[src/rtl/core/mtf_pkg.sv]
package mtf_pkg;

   // alphabet and field widths
   localparam int ALPHABET_SIZE = 256;
   localparam int SYM_W         = 8;
   localparam int IDX_W         = (ALPHABET_SIZE > 2) ? $clog2(ALPHABET_SIZE) : 1;

   // controller states
   typedef enum logic [2:0] {
      ST_IDLE,
      ST_START,
      ST_DEC_WAIT,
      ST_SCAN,
      ST_FINISH
   } state_type;

   // controller to datapath commands
   typedef struct packed {
      logic load;        // capture the input item
      logic read_pos;    // read the list at the decode position
      logic take_dec;    // latch the decoded byte as target symbol and result
      logic start_scan;  // read entry zero and seed the carry
      logic scan;        // one shift step of the move-to-front pass
      logic save_idx;    // result is the current scan position
      logic set_oob;     // result is the out-of-alphabet code
      logic emit;        // load the result register
   } cmd_type;

   // datapath to controller status
   typedef struct packed {
      logic sym_oob;     // captured byte is outside the alphabet
      logic match;       // entry read at the scan position is the target
      logic rsp_free;    // result register can take a new item
   } status_type;

endpackage

[src/rtl/core/mtf_ctrl.sv]
module mtf_ctrl (
   input  logic                clock,
   input  logic                reset,
   input  logic                direction,
   input  logic                req_tvalid,
   output logic                req_tready,
   input  mtf_pkg::status_type sts,
   output mtf_pkg::cmd_type    cmd
);

   mtf_pkg::state_type state_ff;
   mtf_pkg::state_type state_in;

   // state register
   always_ff @(posedge clock) begin
      if (reset) begin
         state_ff <= mtf_pkg::ST_IDLE;
      end else begin
         state_ff <= state_in;
      end
   end

   // next state and commands
   always_comb begin
      state_in   = state_ff;
      cmd        = '0;
      req_tready = 1'b0;
      case (state_ff)
         mtf_pkg::ST_IDLE: begin
            req_tready = 1'b1;
            if (req_tvalid) begin
               cmd.load = 1'b1;
               state_in = mtf_pkg::ST_START;
            end
         end
         mtf_pkg::ST_START: begin
            if (direction) begin
               cmd.read_pos = 1'b1;
               state_in     = mtf_pkg::ST_DEC_WAIT;
            end else if (sts.sym_oob) begin
               cmd.set_oob = 1'b1;
               state_in    = mtf_pkg::ST_FINISH;
            end else begin
               cmd.start_scan = 1'b1;
               state_in       = mtf_pkg::ST_SCAN;
            end
         end
         mtf_pkg::ST_DEC_WAIT: begin
            cmd.take_dec   = 1'b1;
            cmd.start_scan = 1'b1;
            state_in       = mtf_pkg::ST_SCAN;
         end
         mtf_pkg::ST_SCAN: begin
            cmd.scan = 1'b1;
            if (sts.match) begin
               cmd.save_idx = ~direction;
               state_in     = mtf_pkg::ST_FINISH;
            end
         end
         mtf_pkg::ST_FINISH: begin
            if (sts.rsp_free) begin
               cmd.emit = 1'b1;
               state_in = mtf_pkg::ST_IDLE;
            end
         end
         default: begin
            state_in = mtf_pkg::ST_IDLE;
         end
      endcase
   end

endmodule

[src/rtl/core/mtf_datapath.sv]
module mtf_datapath (
   input  logic                            clock,
   input  logic                            reset,
   input  mtf_pkg::cmd_type                cmd,
   output mtf_pkg::status_type             sts,
   input  logic [mtf_pkg::SYM_W-1:0]       req_symbol,
   input  logic                            req_block_start,
   output logic                            rsp_tvalid,
   input  logic                            rsp_tready,
   output logic [mtf_pkg::SYM_W-1:0]       rsp_tdata
);

   localparam logic [mtf_pkg::SYM_W:0]   ALPHA_EXT = (mtf_pkg::SYM_W + 1)'(mtf_pkg::ALPHABET_SIZE);
   localparam logic [mtf_pkg::IDX_W-1:0] LAST_POS  = mtf_pkg::IDX_W'(mtf_pkg::ALPHABET_SIZE - 1);
   localparam logic [mtf_pkg::SYM_W-1:0] OOB_CODE  = mtf_pkg::SYM_W'(mtf_pkg::ALPHABET_SIZE);

   // recency list storage, entries without a valid bit read as identity
   logic [mtf_pkg::SYM_W-1:0]         list_mem [mtf_pkg::ALPHABET_SIZE];
   logic [mtf_pkg::ALPHABET_SIZE-1:0] vld_ff;

   logic [mtf_pkg::SYM_W-1:0] sym_ff;
   logic [mtf_pkg::IDX_W-1:0] idx_ff;
   logic [mtf_pkg::SYM_W-1:0] carry_ff;
   logic [mtf_pkg::SYM_W-1:0] res_ff;
   logic [mtf_pkg::SYM_W-1:0] rd_data_ff;
   logic                      rd_vld_ff;
   logic [mtf_pkg::IDX_W-1:0] rd_addr_ff;
   logic                      rsp_valid_ff;
   logic [mtf_pkg::SYM_W-1:0] rsp_data_ff;

   logic                      sym_oob;
   logic [mtf_pkg::IDX_W-1:0] pos_sat;
   logic [mtf_pkg::IDX_W-1:0] rd_addr;
   logic [mtf_pkg::SYM_W-1:0] rd_val;

   // range check and decode position saturation
   assign sym_oob = ((mtf_pkg::SYM_W + 1)'(sym_ff) >= ALPHA_EXT);
   assign pos_sat = sym_oob ? LAST_POS : sym_ff[mtf_pkg::IDX_W-1:0];

   // read address for the next cycle
   always_comb begin
      if (cmd.read_pos) begin
         rd_addr = pos_sat;
      end else if (cmd.start_scan) begin
         rd_addr = '0;
      end else begin
         rd_addr = idx_ff + 1'b1;
      end
   end

   assign rd_val = rd_vld_ff ? rd_data_ff : mtf_pkg::SYM_W'(rd_addr_ff);

   // list memory, one write and one registered read per cycle
   always_ff @(posedge clock) begin
      if (cmd.scan) begin
         list_mem[idx_ff] <= carry_ff;
      end
      rd_data_ff <= list_mem[rd_addr];
      rd_addr_ff <= rd_addr;
   end

   // valid bits, cleared at once on reset or block start
   always_ff @(posedge clock) begin
      if (reset || (cmd.load && req_block_start)) begin
         vld_ff    <= '0;
         rd_vld_ff <= 1'b0;
      end else begin
         if (cmd.scan) begin
            vld_ff[idx_ff] <= 1'b1;
         end
         rd_vld_ff <= vld_ff[rd_addr];
      end
   end

   // target symbol, scan position and carried entry
   always_ff @(posedge clock) begin
      if (cmd.load) begin
         sym_ff <= req_symbol;
      end else if (cmd.take_dec) begin
         sym_ff <= rd_val;
      end
      if (cmd.start_scan) begin
         idx_ff   <= '0;
         carry_ff <= cmd.take_dec ? rd_val : sym_ff;
      end else if (cmd.scan) begin
         idx_ff   <= idx_ff + 1'b1;
         carry_ff <= rd_val;
      end
   end

   // result value
   always_ff @(posedge clock) begin
      if (cmd.set_oob) begin
         res_ff <= OOB_CODE;
      end else if (cmd.take_dec) begin
         res_ff <= rd_val;
      end else if (cmd.save_idx) begin
         res_ff <= mtf_pkg::SYM_W'(idx_ff);
      end
   end

   // result register toward the master side
   always_ff @(posedge clock) begin
      if (reset) begin
         rsp_valid_ff <= 1'b0;
      end else if (cmd.emit) begin
         rsp_valid_ff <= 1'b1;
      end else if (rsp_tready) begin
         rsp_valid_ff <= 1'b0;
      end
   end

   always_ff @(posedge clock) begin
      if (cmd.emit) begin
         rsp_data_ff <= res_ff;
      end
   end

   assign rsp_tvalid = rsp_valid_ff;
   assign rsp_tdata  = rsp_data_ff;

   // status toward the controller
   assign sts.sym_oob  = sym_oob;
   assign sts.match    = (rd_val == sym_ff);
   assign sts.rsp_free = ~rsp_valid_ff | rsp_tready;

endmodule

[src/rtl/core/move_to_front_codec_top.sv]
// Move-to-front codec over a 256-symbol recency list. The csr write channel sets the
// direction (0 encodes bytes to list positions, 1 decodes positions to bytes); write it
// only while no item is in flight. Each item runs alone: the list lives in a dual-port
// style memory with one read and one write per cycle, and the move-to-front pass walks it
// one entry per cycle from the front down to the symbol's old position p. An encode item
// passes through the start and scan states to its result in the output register; a decode
// item first reads the list at its position and waits for that read; a byte outside the
// alphabet while encoding skips the scan. The output register holds the result while
// the next item is taken in. block_start restores the identity list in the same cycle
// the item is taken, through per-entry valid bits, so there is no clearing pass after
// reset.
module move_to_front_codec_top (
   input  logic                          clock,
   input  logic                          reset,
   // configuration write
   input  logic                          csr_valid,
   output logic                          csr_ready,
   input  logic                          csr_data,     // direction
   // slave side
   input  logic                          req_tvalid,
   output logic                          req_tready,
   input  logic [mtf_pkg::SYM_W-1:0]     req_tdata,    // [7:0] symbol_in
   input  logic                          req_tuser,    // [0] block_start
   // master side
   output logic                          rsp_tvalid,
   input  logic                          rsp_tready,
   output logic [mtf_pkg::SYM_W-1:0]     rsp_tdata     // [7:0] symbol_out
);

   logic                direction_ff;
   mtf_pkg::cmd_type    cmd;
   mtf_pkg::status_type sts;

   // direction register
   assign csr_ready = 1'b1;

   always_ff @(posedge clock) begin
      if (reset) begin
         direction_ff <= 1'b0;
      end else if (csr_valid) begin
         direction_ff <= csr_data;
      end
   end

   // controller
   mtf_ctrl u_ctrl (
      .clock      (clock),
      .reset      (reset),
      .direction  (direction_ff),
      .req_tvalid (req_tvalid),
      .req_tready (req_tready),
      .sts        (sts),
      .cmd        (cmd)
   );

   // list memory and result path
   mtf_datapath u_datapath (
      .clock           (clock),
      .reset           (reset),
      .cmd             (cmd),
      .sts             (sts),
      .req_symbol      (req_tdata),
      .req_block_start (req_tuser),
      .rsp_tvalid      (rsp_tvalid),
      .rsp_tready      (rsp_tready),
      .rsp_tdata       (rsp_tdata)
   );

endmodule
[config.mk]
export PLATFORM = sky130hd
export DESIGN_NAME = move_to_front_codec_top
export DESIGN_NICKNAME = d
export VERILOG_FILES = /design/src/rtl/core/mtf_pkg.sv /design/src/rtl/core/mtf_ctrl.sv /design/src/rtl/core/mtf_datapath.sv /design/src/rtl/core/move_to_front_codec_top.sv
export SDC_FILE = /design/constraint.sdc
export NUM_CORES = 2
export LEC_CHECK = 0
export BUFFER_PORTS_ARGS = -buffer_cell sky130_fd_sc_hd__buf_2
export CORE_MARGIN = 5
export CORE_UTILIZATION = 40
export DETAILED_ROUTE_END_ITERATION = 16
export HOLD_SLACK_MARGIN = 0.03
export SYNTH_ARGS = -nofsm -noshare
export SYNTH_HDL_FRONTEND = slang
export SYNTH_SLANG_ARGS = --single-unit
[constraint.sdc]
create_clock -name clock -period 4.58 [get_ports clock]
set_input_delay 0 -clock clock [delete_from_list [all_inputs] [get_ports clock]]
set_output_delay 0 -clock clock [all_outputs]
set_load 0.02 [all_outputs]
==> qor.txt <==
Leak = 35.4 nW
Final Cell Area = 108000 µm²
commonest non-fill, non-tap cell in the layout = edfxtp_1
xor/xnor share of the synthesized area = 0.00131
synth unique cells = 82
Multi-input gate area = 23000 µm²
CTS Buf Count = 235
global-route wire length before repair = 447 mm
fraction of power spent switching nets = 0.268
GR Util met2 = 0.383
most frequent cells in the layout = edfxtp_1 (2072), nand2_1 (1044), nor2_1 (796)
Final Max Tran Viols = 0
met3 usage = 0.0632
Rows = 177
main combinational cell family by area after synthesis = simple AND/OR/NAND/NOR gates
Max-Cap Viols = 0
IO Count = 26
vias in the first global route = 59100
placed inst area = 99400 µm²
# placed instances = 9700
Mapped Cells = 6616
synthesized area per cell = 14.1 µm²
post-synthesis mux area share = 0.0546
sequential power share = 0.477
synthesized cell area = 93400 µm²
DRC viols = 0
run status = finished, final reports clean
Worst Path Max Fanout = 67
CP required = 5.32 ns
Slowest-stage cell, CP = a22oi_1
Core Util, Final = 0.464
R2R Path Start = u_datapath.idx_ff[1]
Global Route Usage Sum = 0.254
Setup TNS = 0 ns
hold path cells = 5
Post-DP HPWL = 198 mm
complex-gate fraction of the synthesized area = 0.0742
syn_nets = 6635
f_max = 0.220 GHz
DR iter-0 viols = 9276
initial antenna violation count = 17
hold crit path type = input port to flop
Worst EP arrival = 5.28 ns
H-tree levels = 4
TritonRoute pass-1 iters = 6
Max Root-Sink Buffers = 3
async set-reset flop share out of synthesis = 0
Die W = 493 µm
clk sinks = 2366
largest cells by area after synthesis = edfxtp_1 (67%), dfxtp_1 (6.3%), nand2_1 (4.2%)
layout cells sized above 1 = 0.151
CP startpoint kind = flop
PD cells = 478 nW/µm²
r2r worst-path depth = 14
worst stage delay on the critical path = 0.49 ns
Initial Util = 0.402
Synth Register Bits = 2366
Port Buffers = 24
Max-Slew Margin vs Limit = 0.127
grt ovf = 0
R2R Path End = u_datapath.rd_data_ff[6]
die area = 243000 µm²
worst path cell trace = inv_1 -> ha_1 -> and2_1 -> o21a_2 -> nor2_8 -> inv_16 -> buf_4 -> buf_4 -> mux4_2 -> a22oi_1 -> a21oi_1 -> nor4_1 -> buf_4 -> nor4_1
Clock Power Share = 0.383
peak supply drop = 388 µV
Filler cells = 20200
worst-case hold path end point = u_ctrl.state_ff[2]
register area share after synthesis = 0.729
post-CTS setup buffer count = 0
Crit path top cell by count = buf_4
via count = 61700
worst slew pin tran = 1.30 ns
CTS Root Buffer Type = clkbuf_16
pin count of the biggest net entering global routing = 193
core footprint = 233000 µm²
DR WL/cell = 31.1 µm
Final Critical Period = 4.54 ns
CTS tree = done
gr busiest metal = met2
CP Depth = 14
Post-Synth Simple-Gate Area = 0.113
combinational share of power = 0.140
setup violation total in the final timing report = 0
CP Launch Point = u_datapath.idx_ff[1]
Top delay family on crit path = buffers and inverters
Clk Latency, worst-skew pair = 0.90 ns
Setup Skew = 0.0560 ns
critical setup path kind = flop to flop
Non-Filler Instances = 10200
Synth top area share = 0.666
Post-Route WL = 317 mm
Area Overhead vs Synth = 15.5%
routability cong. = 0.931
Psw = 13.8 mW
Worst-path clk slew = 0.07 ns
prevailing post-synth register cell = edfxtp_1
Post-Synth Adder-Cell Area = 0.000536
Reg area = 68100 µm²
largest area contributor in the netlist = edfxtp_1
vias per cell = 6.05
Final Power = 51.5 mW
Routed Antenna Nets = 0
Final Hold Viols = 0
R2R Setup Slk = 0.04 ns
die height = 493 µm
CP Capture Type = flop
hold_sp = rsp_tready
Nets = 6956
unrepaired setup endpoints after global routing = no
Synth Warn # = 0
Final period util = 0.991
met1 Usage GRT = 0.342
number of buffers and inverters on the critical path = 5
P_int = 37.7 mW
number of enable flip-flop cells after synthesis = 2072
[worst register-to-register path, cell delays in order, from the launching register on]
cell	delay (ns)
dfxtp_1	0.46
inv_1	0.14
ha_1	0.38
and2_1	0.22
o21a_2	0.29
nor2_8	0.11
inv_16	0.29
buf_4	0.36
buf_4	0.31
mux4_2	0.36
a22oi_1	0.49
a21oi_1	0.23
nor4_1	0.47
buf_4	0.23
nor4_1	0.04
[power by group through the flow]
stage                     logic [mW]  registers, mW  clock network, mW
after floorplan                 3.53           25.7                  0
after CTS                       7.06           24.6               19.9
final                           7.19           24.6               19.7
after detailed placement        6.99           25.0                  0
after global routing            7.47           24.6               20.8
after global placement          6.92           25.0                  0
[stage by stage]
step	worst slack [ns]	hold slack, ns
floorplan	0.534	0.0724
CTS	0.00283	0.0449
global route	0.00552	0.0832
detailed placement	-0.0582	0.221
finish	0.0410	0.121
global placement	-0.0641	0.222
[synth_stat cells, types with 59 or more instances]
library cell / number
nand4_1: 64
a31oi_1: 144
mux2i_1: 163
buf_4: 59
a311oi_1: 93
nand2_1: 1048
a32oi_1: 124
nor3_1: 62
nor2_1: 799
clkbuf_1: 192
buf_2: 150
o21ai_0: 79
edfxtp_1: 2072
and3_1: 179
dfxtp_1: 294
nand3_1: 233
a211oi_1: 178
mux4_2: 153
a21oi_1: 118
[cell type report]
| cell class | instances | area share |
|---|---|---|
| antenna | 8 | 0.000186 |
| timing repair buffer | 545 | 0.0451 |
| tap | 3043 | 0.0353 |
| multi-input combinational | 3773 | 0.213 |
| clock inverter | 147 | 0.0152 |
| sequential | 2366 | 0.631 |
| clock buffer | 302 | 0.0585 |
| inverter | 16 | 0.000893 |
[how the worst max path moves through the flow]
stage                                endpoint  slack [ns]
floorplan           u_datapath.list_mem[0][0]        0.53
global placement     u_datapath.rd_data_ff[2]       -0.06
detailed placement   u_datapath.rd_data_ff[2]       -0.06
CTS                  u_datapath.rd_data_ff[1]       0.003
global route         u_datapath.rd_data_ff[0]       0.006
finish               u_datapath.rd_data_ff[6]        0.04
[state kept, by name, indices dropped and copies added (netlist names)]
register and cells:
u_datapath.rsp_tdata 8, u_datapath.vld_ff 256, u_datapath.idx_ff 8, u_datapath.rd_addr_ff 8, u_datapath.rsp_tvalid 1, u_datapath.res_ff 8, u_datapath.list_mem 2048, u_datapath.carry_ff 8
u_ctrl.state_ff 3, u_datapath.rd_data_ff 8, u_datapath.rd_vld_ff 1, u_datapath.pos_sat 8, direction_ff 1
[per-layer routing]
metal	up-vias	routed length [µm]
met2	3860	141000
met5	-	142
met1	31300	120000
li1	25800	-
met4	12	18700
met3	799	36000
[repair_timing]
action,4_1_cts,5_1_grt
endpoints found under the hold margin,70,0
pin swaps,0,1
hold buffers,43,0
resized for setup,2,12
setup endpoints to repair,2,7
[logic make-up (layout without fill, tap and decap cells)]
| logic type | after synthesis | after routing |
|---|---|---|
| AND/OR/NAND/NOR | 2474 | 2474 |
| flip-flops | 2366 | 2366 |
| AO/OA/AOI/OAI | 962 | 962 |
| buffers and inverters | 477 | 1010 |
| multiplexers | 318 | 318 |
| XOR/XNOR | 14 | 14 |
| adder cells (fa/ha/maj) | 4 | 4 |
| other | 1 | 9 |
Note: power is estimated with default switching activity, not from simulation.
